File: src/cgdc_pkg.sv
// Package for the color guided drive controller: item types, codes and constants.
package cgdc_pkg;

    localparam int CNT_W  = 16;
    localparam int PCT_W  = CNT_W + 7;
    localparam int TIME_W = 32;
    localparam int DUTY_W = 13;
    localparam int SHARE_W = 7;
    localparam int STEP_W = $clog2(PCT_W);
    localparam int ADDR_W = 5;
    localparam int DATA_W = 32;

    localparam logic [PCT_W-1:0] PCT_SCALE  = PCT_W'(100);
    localparam logic [PCT_W:0]   PCT_MARGIN = (PCT_W + 1)'(8);

    localparam logic [7:0] CMD_STOP    = 8'h73;
    localparam logic [7:0] CMD_ENABLE  = 8'h65;
    localparam logic [7:0] CMD_FORWARD = 8'h66;
    localparam logic [7:0] CMD_LEFT    = 8'h6c;
    localparam logic [7:0] CMD_RIGHT   = 8'h72;

    localparam logic [1:0] CLS_UNKNOWN = 2'd0;
    localparam logic [1:0] CLS_RED     = 2'd1;
    localparam logic [1:0] CLS_GREEN   = 2'd2;
    localparam logic [1:0] CLS_BLUE    = 2'd3;

    localparam logic [1:0] OVR_NONE  = 2'd0;
    localparam logic [1:0] OVR_RED   = 2'd1;
    localparam logic [1:0] OVR_PAUSE = 2'd2;
    localparam logic [1:0] OVR_TURN  = 2'd3;

    localparam logic [1:0] DRV_NONE    = 2'd0;
    localparam logic [1:0] DRV_FORWARD = 2'd1;
    localparam logic [1:0] DRV_LEFT    = 2'd2;
    localparam logic [1:0] DRV_RIGHT   = 2'd3;

    localparam logic [2:0] REG_CLEAR_MIN = 3'd0;
    localparam logic [2:0] REG_RED_MIN   = 3'd1;
    localparam logic [2:0] REG_GREEN_MIN = 3'd2;
    localparam logic [2:0] REG_BLUE_MIN  = 3'd3;
    localparam logic [2:0] REG_PAUSE_LEN = 3'd4;
    localparam logic [2:0] REG_FWD_DUTY  = 3'd5;
    localparam logic [2:0] REG_LEFT_DUTY = 3'd6;
    localparam logic [2:0] REG_RIGHT_DUTY = 3'd7;

    localparam logic [CNT_W-1:0]   RST_CLEAR_MIN = CNT_W'(80);
    localparam logic [SHARE_W-1:0] RST_RED_MIN   = SHARE_W'(38);
    localparam logic [SHARE_W-1:0] RST_GREEN_MIN = SHARE_W'(34);
    localparam logic [SHARE_W-1:0] RST_BLUE_MIN  = SHARE_W'(30);
    localparam logic [CNT_W-1:0]   RST_PAUSE_LEN = CNT_W'(2000);
    localparam logic [DUTY_W-1:0]  RST_FWD_DUTY  = DUTY_W'(614);
    localparam logic [DUTY_W-1:0]  RST_LEFT_DUTY = DUTY_W'(563);
    localparam logic [DUTY_W-1:0]  RST_RIGHT_DUTY = DUTY_W'(665);

    typedef enum logic [1:0] {
        S_IDLE,
        S_DIV,
        S_SORT,
        S_APPLY
    } t_state;

    typedef struct packed {
        logic              command;
        logic [7:0]        remote_byte;
        logic              sample_valid;
        logic [CNT_W-1:0]  clear_count;
        logic [CNT_W-1:0]  red_count;
        logic [CNT_W-1:0]  green_count;
        logic [CNT_W-1:0]  blue_count;
        logic [TIME_W-1:0] time_ms;
    } t_in_item;

    typedef struct packed {
        logic [DUTY_W-1:0] motor_duty;
        logic              drive_enable;
        logic              fan_on;
        logic [1:0]        color_class;
        logic [1:0]        override_mode;
    } t_out_item;

endpackage

File: src/color_guided_drive_controller_top.sv
// Color guided drive controller: command decode, color sort with shared divider, override FSM.
//
//  channel | signals                                   | direction
//  in      | i_in_valid, o_in_ready, i_in_data         | item in
//  out     | o_out_valid, i_out_ready, o_out_data      | result out
//  cfg     | psel, penable, pwrite, paddr, pwdata,     | register write / read
//          | prdata, pready                            |
//
// Command items and samples that skip the sort go from idle straight to the apply step.
// A sorted sample passes through the divide, sort and apply steps: one restoring divider, one quotient
// bit per cycle, runs for the red, green and blue shares in turn.
// Input ready is high only in idle; a waiting result holds the block in its last step.
// Reset is synchronous, active low, and loads the register defaults.
module color_guided_drive_controller_top
    import cgdc_pkg::*;
(
    input  logic                i_clk,
    input  logic                i_rst_n,
    input  logic                i_in_valid,
    output logic                o_in_ready,
    input  t_in_item            i_in_data,
    output logic                o_out_valid,
    input  logic                i_out_ready,
    output t_out_item           o_out_data,
    input  logic                psel,
    input  logic                penable,
    input  logic                pwrite,
    input  logic [ADDR_W-1:0]   paddr,
    input  logic [DATA_W-1:0]   pwdata,
    output logic [DATA_W-1:0]   prdata,
    output logic                pready
);

    t_state              r_state, n_state;
    t_in_item            r_item, n_item;
    logic [CNT_W:0]      r_rem, n_rem;
    logic [PCT_W-1:0]    r_quo, n_quo;
    logic [STEP_W-1:0]   r_cnt, n_cnt;
    logic [1:0]          r_chan, n_chan;
    logic [PCT_W-1:0]    r_pct [3];
    logic [PCT_W-1:0]    n_pct [3];
    logic [1:0]          r_verdict, n_verdict;

    logic [DUTY_W-1:0]   r_duty, n_duty;
    logic                r_enable, n_enable;
    logic                r_fan, n_fan;
    logic                r_fan_saved, n_fan_saved;
    logic [1:0]          r_drive, n_drive;
    logic [1:0]          r_ovr, n_ovr;
    logic [TIME_W-1:0]   r_pause_start, n_pause_start;
    logic [1:0]          r_class, n_class;

    logic                r_out_valid, n_out_valid;
    t_out_item           r_out, n_out;

    logic [CNT_W-1:0]    r_clear_min;
    logic [SHARE_W-1:0]  r_red_min, r_green_min, r_blue_min;
    logic [CNT_W-1:0]    r_pause_len;
    logic [DUTY_W-1:0]   r_fwd_duty, r_left_duty, r_right_duty;

    logic                cfg_wr;
    logic [2:0]          cfg_idx;
    logic                in_xfer;
    logic                skip_sort;
    logic [CNT_W:0]      div_t;
    logic [CNT_W:0]      div_sub;
    logic                div_ge;
    logic [PCT_W:0]      rp, gp, bp;
    logic [TIME_W-1:0]   elapsed;
    logic                out_free;

    assign pready  = 1'b1;
    assign cfg_wr  = psel & penable & pwrite;
    assign cfg_idx = paddr[4:2];

    assign o_in_ready  = (r_state == S_IDLE);
    assign o_out_valid = r_out_valid;
    assign o_out_data  = r_out;
    assign in_xfer     = i_in_valid & o_in_ready;
    assign out_free    = ~r_out_valid | i_out_ready;

    assign skip_sort = ~i_in_data.sample_valid | (i_in_data.clear_count < r_clear_min)
                     | (i_in_data.clear_count == '0);

    assign div_t   = {r_rem[CNT_W-1:0], r_quo[PCT_W-1]};
    assign div_ge  = div_t >= {1'b0, r_item.clear_count};
    assign div_sub = div_t - {1'b0, r_item.clear_count};

    assign rp = {1'b0, r_pct[0]};
    assign gp = {1'b0, r_pct[1]};
    assign bp = {1'b0, r_pct[2]};

    assign elapsed = r_item.time_ms - r_pause_start;

    function automatic logic [PCT_W-1:0] scale(input logic [CNT_W-1:0] x);
        return PCT_W'(x) * PCT_SCALE;
    endfunction

    always_comb begin
        unique case (cfg_idx)
            REG_CLEAR_MIN:  prdata = DATA_W'(r_clear_min);
            REG_RED_MIN:    prdata = DATA_W'(r_red_min);
            REG_GREEN_MIN:  prdata = DATA_W'(r_green_min);
            REG_BLUE_MIN:   prdata = DATA_W'(r_blue_min);
            REG_PAUSE_LEN:  prdata = DATA_W'(r_pause_len);
            REG_FWD_DUTY:   prdata = DATA_W'(r_fwd_duty);
            REG_LEFT_DUTY:  prdata = DATA_W'(r_left_duty);
            REG_RIGHT_DUTY: prdata = DATA_W'(r_right_duty);
            default:        prdata = '0;
        endcase
    end

    always_ff @(posedge i_clk) begin
        if (!i_rst_n) begin
            r_clear_min  <= RST_CLEAR_MIN;
            r_red_min    <= RST_RED_MIN;
            r_green_min  <= RST_GREEN_MIN;
            r_blue_min   <= RST_BLUE_MIN;
            r_pause_len  <= RST_PAUSE_LEN;
            r_fwd_duty   <= RST_FWD_DUTY;
            r_left_duty  <= RST_LEFT_DUTY;
            r_right_duty <= RST_RIGHT_DUTY;
        end else if (cfg_wr) begin
            unique case (cfg_idx)
                REG_CLEAR_MIN:  r_clear_min  <= pwdata[CNT_W-1:0];
                REG_RED_MIN:    r_red_min    <= pwdata[SHARE_W-1:0];
                REG_GREEN_MIN:  r_green_min  <= pwdata[SHARE_W-1:0];
                REG_BLUE_MIN:   r_blue_min   <= pwdata[SHARE_W-1:0];
                REG_PAUSE_LEN:  r_pause_len  <= pwdata[CNT_W-1:0];
                REG_FWD_DUTY:   r_fwd_duty   <= pwdata[DUTY_W-1:0];
                REG_LEFT_DUTY:  r_left_duty  <= pwdata[DUTY_W-1:0];
                REG_RIGHT_DUTY: r_right_duty <= pwdata[DUTY_W-1:0];
                default: begin
                end
            endcase
        end
    end

    always_comb begin
        n_state       = r_state;
        n_item        = r_item;
        n_rem         = r_rem;
        n_quo         = r_quo;
        n_cnt         = r_cnt;
        n_chan        = r_chan;
        n_pct         = r_pct;
        n_verdict     = r_verdict;
        n_duty        = r_duty;
        n_enable      = r_enable;
        n_fan         = r_fan;
        n_fan_saved   = r_fan_saved;
        n_drive       = r_drive;
        n_ovr         = r_ovr;
        n_pause_start = r_pause_start;
        n_class       = r_class;
        n_out_valid   = r_out_valid & ~i_out_ready;
        n_out         = r_out;

        unique case (r_state)
            S_IDLE: begin
                if (in_xfer) begin
                    n_item    = i_in_data;
                    n_verdict = CLS_UNKNOWN;
                    n_rem     = '0;
                    n_quo     = scale(i_in_data.red_count);
                    n_cnt     = '0;
                    n_chan    = 2'd0;
                    if (!i_in_data.command || skip_sort) begin
                        n_state = S_APPLY;
                    end else begin
                        n_state = S_DIV;
                    end
                end
            end
            S_DIV: begin
                n_rem = div_ge ? div_sub : div_t;
                n_quo = {r_quo[PCT_W-2:0], div_ge};
                n_cnt = r_cnt + 1'b1;
                if (r_cnt == STEP_W'(PCT_W - 1)) begin
                    n_pct[r_chan] = {r_quo[PCT_W-2:0], div_ge};
                    n_rem  = '0;
                    n_cnt  = '0;
                    n_chan = r_chan + 1'b1;
                    n_quo  = (r_chan == 2'd0) ? scale(r_item.green_count)
                                              : scale(r_item.blue_count);
                    if (r_chan == 2'd2) begin
                        n_state = S_SORT;
                    end
                end
            end
            S_SORT: begin
                if (rp > gp + PCT_MARGIN && rp > bp + PCT_MARGIN
                        && rp >= (PCT_W + 1)'(r_red_min)) begin
                    n_verdict = CLS_RED;
                end else if (gp > rp + PCT_MARGIN && gp > bp + PCT_MARGIN
                        && gp >= (PCT_W + 1)'(r_green_min)) begin
                    n_verdict = CLS_GREEN;
                end else if (bp > rp + PCT_MARGIN && bp > gp + PCT_MARGIN
                        && bp >= (PCT_W + 1)'(r_blue_min)) begin
                    n_verdict = CLS_BLUE;
                end else begin
                    n_verdict = CLS_UNKNOWN;
                end
                n_state = S_APPLY;
            end
            S_APPLY: begin
                if (out_free) begin
                    if (!r_item.command) begin
                        case (r_item.remote_byte)
                            CMD_STOP: begin
                                n_enable = 1'b0;
                                n_fan    = 1'b0;
                                n_drive  = DRV_NONE;
                            end
                            CMD_ENABLE: begin
                                n_enable = 1'b0;
                                n_fan    = 1'b1;
                                n_drive  = DRV_NONE;
                            end
                            CMD_FORWARD: begin
                                n_enable = 1'b1;
                                n_drive  = DRV_FORWARD;
                                n_duty   = r_fwd_duty;
                            end
                            CMD_LEFT: begin
                                n_enable = 1'b1;
                                n_drive  = DRV_LEFT;
                                n_duty   = r_left_duty;
                            end
                            CMD_RIGHT: begin
                                n_enable = 1'b1;
                                n_drive  = DRV_RIGHT;
                                n_duty   = r_right_duty;
                            end
                            default: begin
                            end
                        endcase
                    end else begin
                        n_class = r_verdict;
                        case (r_verdict)
                            CLS_RED: begin
                                if (r_ovr == OVR_PAUSE && r_fan_saved) begin
                                    n_fan = 1'b1;
                                end
                                n_ovr  = OVR_RED;
                                n_duty = r_right_duty;
                            end
                            CLS_GREEN: begin
                                if (r_ovr == OVR_TURN) begin
                                    n_duty = r_right_duty;
                                end else if (r_ovr == OVR_PAUSE) begin
                                    if (elapsed >= TIME_W'(r_pause_len)) begin
                                        if (r_fan_saved) begin
                                            n_fan = 1'b1;
                                        end
                                        n_ovr  = OVR_TURN;
                                        n_duty = r_right_duty;
                                    end
                                end else begin
                                    // entering the pause: it starts at this sample's time stamp
                                    n_pause_start = r_item.time_ms;
                                    n_fan_saved   = r_fan;
                                    if (r_pause_len == '0) begin
                                        n_fan  = r_fan;
                                        n_ovr  = OVR_TURN;
                                        n_duty = r_right_duty;
                                    end else begin
                                        n_fan = 1'b0;
                                        n_ovr = OVR_PAUSE;
                                    end
                                end
                            end
                            CLS_BLUE: begin
                            end
                            default: begin
                                if (r_ovr != OVR_NONE) begin
                                    if (r_ovr == OVR_PAUSE && r_fan_saved) begin
                                        n_fan = 1'b1;
                                    end
                                    n_ovr = OVR_NONE;
                                    case (r_drive)
                                        DRV_FORWARD: n_duty = r_fwd_duty;
                                        DRV_LEFT:    n_duty = r_left_duty;
                                        DRV_RIGHT:   n_duty = r_right_duty;
                                        default:     n_duty = r_duty;
                                    endcase
                                end
                            end
                        endcase
                    end
                    n_out_valid = 1'b1;
                    n_state     = S_IDLE;
                end
                n_out.motor_duty    = n_duty;
                n_out.drive_enable  = n_enable;
                n_out.fan_on        = n_fan;
                n_out.color_class   = n_class;
                n_out.override_mode = n_ovr;
                if (!out_free) begin
                    n_out = r_out;
                end
            end
            default: n_state = S_IDLE;
        endcase
    end

    always_ff @(posedge i_clk) begin
        if (!i_rst_n) begin
            r_state       <= S_IDLE;
            r_duty        <= RST_FWD_DUTY;
            r_enable      <= 1'b0;
            r_fan         <= 1'b1;
            r_fan_saved   <= 1'b1;
            r_drive       <= DRV_NONE;
            r_ovr         <= OVR_NONE;
            r_pause_start <= '0;
            r_class       <= CLS_UNKNOWN;
            r_out_valid   <= 1'b0;
            r_cnt         <= '0;
            r_chan        <= 2'd0;
            r_verdict     <= CLS_UNKNOWN;
        end else begin
            r_state       <= n_state;
            r_duty        <= n_duty;
            r_enable      <= n_enable;
            r_fan         <= n_fan;
            r_fan_saved   <= n_fan_saved;
            r_drive       <= n_drive;
            r_ovr         <= n_ovr;
            r_pause_start <= n_pause_start;
            r_class       <= n_class;
            r_out_valid   <= n_out_valid;
            r_cnt         <= n_cnt;
            r_chan        <= n_chan;
            r_verdict     <= n_verdict;
        end
    end

    always_ff @(posedge i_clk) begin
        r_item <= n_item;
        r_rem  <= n_rem;
        r_quo  <= n_quo;
        r_pct  <= n_pct;
        r_out  <= n_out;
    end

endmodule

File: config.mk
export PLATFORM = sky130hd
export DESIGN_NAME = color_guided_drive_controller_top
export DESIGN_NICKNAME = d
export VERILOG_FILES = /design/src/cgdc_pkg.sv /design/src/color_guided_drive_controller_top.sv
export SDC_FILE = /design/constraint.sdc
export NUM_CORES = 1
export LEC_CHECK = 0
export BUFFER_PORTS_ARGS = -buffer_cell sky130_fd_sc_hd__buf_2
export CAP_MARGIN = 5
export CORE_MARGIN = 2
export CORE_UTILIZATION = 33
export DETAILED_ROUTE_END_ITERATION = 8
export GPL_ROUTABILITY_DRIVEN = 0
export HOLD_SLACK_MARGIN = 0.08
export PLACE_DENSITY = 0.58
export REMOVE_ABC_BUFFERS = 1
export SYNTH_ARGS = -nofsm -noshare
export SYNTH_HDL_FRONTEND = slang
export SYNTH_SLANG_ARGS = --single-unit
File: constraint.sdc
create_clock -name i_clk -period 5.1 [get_ports i_clk]
set_input_delay 1.275 -clock i_clk [delete_from_list [all_inputs] [get_ports i_clk]]
set_output_delay 1.275 -clock i_clk [all_outputs]
set_load 0.02 [all_outputs]
==> results.py, run 1 <==
metrics = {
    "global_routing": {
        "grt_pass1_vias": 22500,
        "grt_antenna_before_repair": 14,
        "grt_pass1_wl_mm": 130,
        "grt_overflow_total": 0,
        "grt.total_usage_pct": 18.3,
        "grt_max_degree": 77,
    },
    "routing": {
        "num_vias": 23800,
        "wl_mm": 84.1,
        "ant_nets": 0,
        "wl_per_cell_um": 18.6,
        "viasPerCell": 5.26,
        "drc_errors": 0,
        "drtPass1Iterations": 6,
        "drt_iter0_markers": 1875,
    },
    "synth": {
        "synth_top_area_share_pct": 22.5,
        "yosys.area.top_type": "edfxtp_1",
        "synth_edf_count": 216,
        "synthTopCellsByArea": "edfxtp_1 (22%), ha_1 (17%), dfxtp_1 (11%), nand2_1 (5.1%), inv_1 (4.2%)",
        "syn_area_sq_um": 28900,
        "ys_ff_latch": 374,
        "yosysSeqAreaShare_pct": 33.4,
        "ys_warn_count": 0,
        "syn_inst": 3178,
        "async_reset_ff_share_pct": 0,
        "syn_avg_cell_area_sq_um": 9.09,
        "yosysMostFrequentCell": "ha_1",
        "synth_ff_type": "edfxtp_1",
        "yosysUniqueCellTypes": 101,
        "synth_common_cells": "ha_1 (403), nand2_1 (395), inv_1 (321), a21oi_1 (239), edfxtp_1 (216)",
    },
    "worst_setup_path": {
        "critPathLaunch": "r_item[0]",
        "end_kind": "register",
        "critPathKind": "register to register",
        "cp.arrival_ns": 5.45,
        "worst_ep_required_time_ns": 5.43,
        "r2r-start": "r_item[0]",
        "path_max_fanout": 8,
        "start_kind": "register",
    },
    "min_path": {
        "min_from": "r_pause_start[4]",
        "hold_class": "register to register",
    },
    "floorplan": {
        "io_pins": 204,
        "core-area_sq_um": 86800,
        "dieArea_sq_um": 89900,
        "rows": 108,
        "die_h_um": 300,
        "die_x_um": 300,
        "initial_core_util_pct": 33.3,
    },
    "clocking": {
        "clock-sinks": 374,
        "path_clk_slew_ns": 0.06,
        "cts_made_buffers": 46,
        "cts_tree": "done",
        "clock-root-buffer": "clkbuf_16",
        "hold_buffers": 0,
        "clk_latency_ns": 0.61,
        "htree_levels": 2,
        "cts.path.max_buffers": 3,
    },
    "placement": {
        "dpl_cell_area_sq_um": 30900,
        "pre_cts_ws_ns": -0.0580,
        "dp_hpwl_mm": 64.8,
        "numPortBuffers": 168,
    },
    "pwr": {
        "power_frac_seq_pct": 32.3,
        "power_frac_clock_pct": 26.3,
        "p_leak_nw": 13.8,
        "p_sw_w": 0.00476,
        "internal_power_w": 0.00803,
        "combPwrFrac_pct": 41.4,
        "power_density_nw_per_um2": 390,
        "vdd_drop_max_v": 0.000313,
        "swShare_pct": 37.2,
    },
    "cells_and_area": {
        "post-route-util_pct": 37.9,
        "layout.nets": 3925,
        "fin_area_sq_um": 32800,
        "drive_above_1_share_pct": 12.8,
        "area_growth_pct": 13.7,
    },
    "sta": {
        "setup_tns_ns": -0.0143,
        "setup_viol": 1,
        "period_share_pct": 100,
        "slew_headroom_pct": 23.6,
        "tightest_slew_ns": 1.14,
        "finalClockSkew_ns": 0.0454,
        "hold_violations": 0,
        "slew_violations": 0,
        "layout_min_cycle_time_ns": 5.11,
        "fin_ws_ns": -0.0143,
        "grt_setup_unrepaired": "yes",
        "fmax_mhz": 196,
        "hold_slack_ns": 0.453,
    },
    "job": {
        "max-cap-violations": 0,
    },
    "status": {
        "status": "finished, violations left",
        "failed_checks": "setup timing",
    },
}
what timing repair did:
item                                    in CTS  in global routing
endpoints found under the setup margin      10                 30
buffers inserted                            10                  4
gates cloned                                 0                  0
gates resized for setup                      8                 31
pin swaps                                    8                 10
worst paths after layout:
check / to / slack, ns / cells after the start
worst min-delay path: r_pause_start[4] / 0.45 / 2
worst max register to register: o_out_data[12] / -0.01 / 25
worst min register to register: r_pause_start[4] / 0.45 / 2
worst max-delay path: o_out_data[12] / -0.01 / 25
critical path: stages (launching register included):
cell,delay [ns]
edfxtp_1,0.38
inv_1,0.08
ha_2,0.19
fa_2,0.21
nand2b_4,0.14
a211oi_4,0.07
o2111ai_2,0.23
nand3b_1,0.14
buf_4,0.15
buf_4,0.12
buf_4,0.12
buf_4,0.12
buf_4,0.12
buf_4,0.12
buf_4,0.13
buf_4,0.12
buf_4,0.12
buf_4,0.12
buf_4,0.14
a2111o_1,0.40
a2bb2oi_1,0.17
nand4_1,0.12
or4_4,0.56
or4_4,0.57
nand3_2,0.11
o31ai_2,0.07
flip-flops by register name (all words and copies together) (netlist names), 7 cells and up:
signal,flops
r_pct,23
r_left_duty,13
r_rem,16
bp,23
r_item,89
r_quo,23
r_pause_start,32
r_right_duty,13
r_green_min,7
r_blue_min,7
gp,23
o_out_data,19
r_fwd_duty,13
r_pause_len,16
r_red_min,7
r_clear_min,16
r_duty,13
power groups by stage:
| stage | logic [W] | clock network (W) | registers (W) |
|---|---|---|---|
| 2_1_floorplan | 0.00391 | 0 | 0.00410 |
| 3_3_place_gp | 0.00516 | 0 | 0.00419 |
| 3_5_place_dp | 0.00520 | 0 | 0.00420 |
| 4_1_cts | 0.00529 | 0.00345 | 0.00414 |
| 5_1_grt | 0.00603 | 0.00357 | 0.00419 |
| 6_report | 0.00530 | 0.00336 | 0.00414 |
metal layers:
metal | track usage [%] | wire (um) | vias to the layer above
met1 | 26.5 | 40300 | 11200
met5 | 0 | 120 | -
li1 | - | - | 11700
met2 | 27.4 | 35700 | 725
met4 | 5.20 | 2240 | 20
met3 | 3.81 | 5730 | 134
cell families after synthesis:
kind of cell | count (synthesis) | share of synthesized area [%]
and+or+nand+nor | 924 | 14.9
AOI/OAI and AO/OA | 747 | 17.2
muxes | 93 | 3.76
adders and majority gates | 438 | 19.9
xor gates and xnor gates | 134 | 4.06
buffers and inverters | 466 | 6.74
DFF | 374 | 33.4
other | 2 | 0.0260
cell usage in the layout (no fill, tap or decap), drive strengths merged, types with 32 or more instances in the layout:
master,Yosys,layout
o211ai,55,55
clkbuf,100,61
inv,321,324
a21o,63,63
and3,39,39
nor3,49,49
nand3,89,89
a211oi,32,32
buf,37,238
o31ai,33,33
xor2,67,67
ha,403,403
xnor2,67,67
edfxtp,216,216
mux2i,58,58
a21oi,241,241
nand2,395,395
fa,35,35
o21ai,101,101
nor2,156,156
o21a,32,32
dfxtp,158,158
nand4,56,56
area by class of cell:
type                            count  area [sq um]
Tap cell                         1155          1450
Multi-Input combinational cell   2353         17600
Clock buffer                       61          1260
Antenna cell                        1          2.50
Inverter                          324          1220
Fill cell                        8821         53900
Clock inverter                     25           300
Timing Repair Buffer              238          1370
Sequential cell                   374          9650
per-stage QoR:
step	power [W]	std cells
4_1_cts	0.0129	4526
3_3_place_gp	0.00935	4430
6_report	0.0128	4531
2_1_floorplan	0.00802	3051
3_5_place_dp	0.00940	4430
5_1_grt	0.0138	4530
Power figures use the tool's default switching activity.
==> run 2: changes to the inputs <==
--- a/config.mk
+++ b/config.mk
@@ -8,12 +8,13 @@
 export BUFFER_PORTS_ARGS = -buffer_cell sky130_fd_sc_hd__buf_2
 export CAP_MARGIN = 5
 export CORE_MARGIN = 2
-export CORE_UTILIZATION = 33
+export CORE_UTILIZATION = 40
 export DETAILED_ROUTE_END_ITERATION = 8
 export GPL_ROUTABILITY_DRIVEN = 0
 export HOLD_SLACK_MARGIN = 0.08
-export PLACE_DENSITY = 0.58
+export PLACE_DENSITY = 0.66
 export REMOVE_ABC_BUFFERS = 1
+export SETUP_SLACK_MARGIN = 0.1
 export SYNTH_ARGS = -nofsm -noshare
 export SYNTH_HDL_FRONTEND = slang
 export SYNTH_SLANG_ARGS = --single-unit
==> run 2 against run 1 <==
  * The flow now finishes without violations
  * Cell area is 1.3% lower
  * Sequential share of layout area increased by 0.38 points
  * Sequential power is essentially flat
  * Total power shrank 0.38%
  * Clock-buffer cell count decreased by 4
  * Worst setup slack better by 0.16 ns
  * Die area shrank 17%
  * Flip-flop and latch count unchanged
  * Critical path type unchanged
  * Largest power group unchanged
==> results.py, run 2 (synthesis gave the netlist of run 1 again) <==
metrics = {
    "global_routing": {
        "grt_antenna_before_repair": 9,
        "grt_pass1_wl_mm": 125,
        "grt_pass1_vias": 22300,
        "grt_max_degree": 72,
        "grt_overflow_total": 0,
        "grt.total_usage_pct": 21.1,
    },
    "floorplan": {
        "rows": 98,
        "dieArea_sq_um": 74400,
        "io_pins": 204,
        "core-area_sq_um": 71500,
        "die_h_um": 273,
        "die_x_um": 273,
        "initial_core_util_pct": 40.4,
    },
    "sta": {
        "slew_violations": 0,
        "layout_min_cycle_time_ns": 4.96,
        "finalClockSkew_ns": 0.0425,
        "hold_violations": 0,
        "slew_headroom_pct": 22.4,
        "period_share_pct": 97.2,
        "fmax_mhz": 202,
        "tightest_slew_ns": 1.16,
        "grt_setup_unrepaired": "yes",
        "fin_ws_ns": 0.141,
        "setup_viol": 0,
        "hold_slack_ns": 0.451,
    },
    "cells_and_area": {
        "largest_reg_flops": 89,
        "top_regs": "r_item (89), r_pause_start (32)",
        "final_cell_mix": "ha_1 (400), nand2_1 (395), inv_1 (321)",
        "final_common_cell": "ha_1",
        "drive_above_1_share_pct": 12.2,
        "layout.nets": 3903,
        "top_register": "r_item",
        "area_growth_pct": 12.2,
        "post-route-util_pct": 45.4,
        "fillers": 6925,
    },
    "routing": {
        "drtPass1Iterations": 6,
        "wl_per_cell_um": 18.5,
        "viasPerCell": 5.58,
        "ant_nets": 0,
        "wl_mm": 79.9,
        "drt_iter0_markers": 2255,
        "drc_errors": 0,
        "num_vias": 24000,
    },
    "pwr": {
        "power_frac_seq_pct": 32.4,
        "p_leak_nw": 13.8,
        "power_density_nw_per_um2": 393,
        "combPwrFrac_pct": 40.9,
        "vdd_drop_max_v": 0.000298,
        "internal_power_w": 0.00795,
        "swShare_pct": 37.7,
        "p_sw_w": 0.00480,
        "power_frac_clock_pct": 26.7,
    },
    "worst_setup_path": {
        "reg2reg_to": "o_out_data[7]",
        "critPathKind": "register to register",
        "cp.arrival_ns": 5.32,
        "start_kind": "register",
        "end_kind": "register",
        "r2r_cells": 17,
        "r2r-start": "r_item[4]",
        "worst_ep_required_time_ns": 5.46,
        "r2r_setup_slack_ns": 0.14,
        "path_max_fanout": 6,
    },
    "clocking": {
        "cts_made_buffers": 45,
        "path_clk_slew_ns": 0.06,
        "htree_levels": 2,
        "cts.path.max_buffers": 3,
        "cts_tree": "done",
        "clock-root-buffer": "clkbuf_16",
        "clk_latency_ns": 0.62,
        "clock-sinks": 374,
    },
    "min_path": {
        "holdPathEnd": "r_pause_start[14]",
        "min_from": "r_pause_start[14]",
        "hold_depth": 2,
        "hold_class": "register to register",
    },
    "status": {
        "status": "complete, no violations",
    },
    "job": {
        "max-cap-violations": 0,
    },
    "placement": {
        "pre_cts_ws_ns": 0.00461,
        "dp_hpwl_mm": 60.6,
        "numPortBuffers": 168,
    },
}
==> run 2: cell types whose count changed in the layout (fill, tap and decap cells not counted), moves of 4 or more <==
cell	before	now
clkbuf_1	12	7
ha_4	5	0
diode_2	1	6
ha_1	395	400
clkinv_4	5	1
buf_4	69	46
==> run 2: layout make-up <==
cell class | instances | area [sq um] | area share [%]
Tap cell | 950 | 1190 | 3.67
Sequential cell | 374 | 9650 | 29.8
Antenna cell | 6 | 15.0 | 0.0463
Timing Repair Buffer | 217 | 1220 | 3.77
Multi-Input combinational cell | 2353 | 17500 | 54.1
Inverter | 324 | 1220 | 3.76
Clock inverter | 27 | 342 | 1.05
Clock buffer | 57 | 1240 | 3.84
==> run 2: stage by stage <==
| stage | TNS [ns] | area, sq um | total power [W] | cells |
|---|---|---|---|---|
| 6_report | 0 | 32400 | 0.0127 | 4308 |
| 5_1_grt | -0.0558 | 32400 | 0.0137 | 4307 |
| 4_1_cts | 0 | 32200 | 0.0128 | 4296 |
| 3_5_place_dp | 0 | 30600 | 0.00933 | 4212 |
| 3_3_place_gp | 0 | 30600 | 0.00924 | 4212 |
| 2_1_floorplan | 0 | 28200 | 0.00802 | 3051 |
==> run 2: repair_timing <==
action,CTS,global route
buffers inserted,0,6
resized for setup,7,31
pin swaps,6,10
endpoints found under the setup margin,15,30
hold buffers,0,0
==> run 2: worst max path at each step <==
stage | startpoint | to | slack (ns)
2_1_floorplan | i_in_valid | r_cnt[1] | 0.04
3_3_place_gp | r_item[0] | o_out_data[4] | 0.04
3_5_place_dp | r_item[0] | r_duty[5] | 0.005
4_1_cts | r_item[0] | o_out_data[8] | 0.12
5_1_grt | r_item[0] | o_out_data[9] | -0.03
6_report | r_item[4] | o_out_data[7] | 0.14
==> run 2: routing by layer <==
metal | vias up | wire length [um] | track usage (%)
met2 | 824 | 34100 | 31.5
met1 | 11400 | 37500 | 30.9
met4 | 8 | 2260 | 6.65
met5 | - | 53 | 0
li1 | 11700 | - | -
met3 | 126 | 6030 | 3.60
==> run 2: power groups by stage <==
stage	logic, W	registers (W)	clock network [W]
3_3_place_gp	0.00506	0.00417	0
5_1_grt	0.00596	0.00417	0.00359
6_report	0.00522	0.00412	0.00340
4_1_cts	0.00519	0.00412	0.00347
3_5_place_dp	0.00515	0.00418	0
2_1_floorplan	0.00391	0.00410	0
==> run 2: worst max-delay path: stages, from the launching register on <==
cell	delay (ns)
edfxtp_1	0.41
ha_1	0.38
a2111o_1	0.51
o2111ai_1	0.21
o211ai_1	0.17
xnor2_1	0.24
ha_1	0.28
nand3_1	0.09
nand2_1	0.06
a221o_1	0.32
a2111oi_2	0.24
nand4_1	0.18
a2111oi_2	0.24
nand4_1	0.15
or4_4	0.54
or4_4	0.56
nand3_2	0.08
o31ai_1	0.06
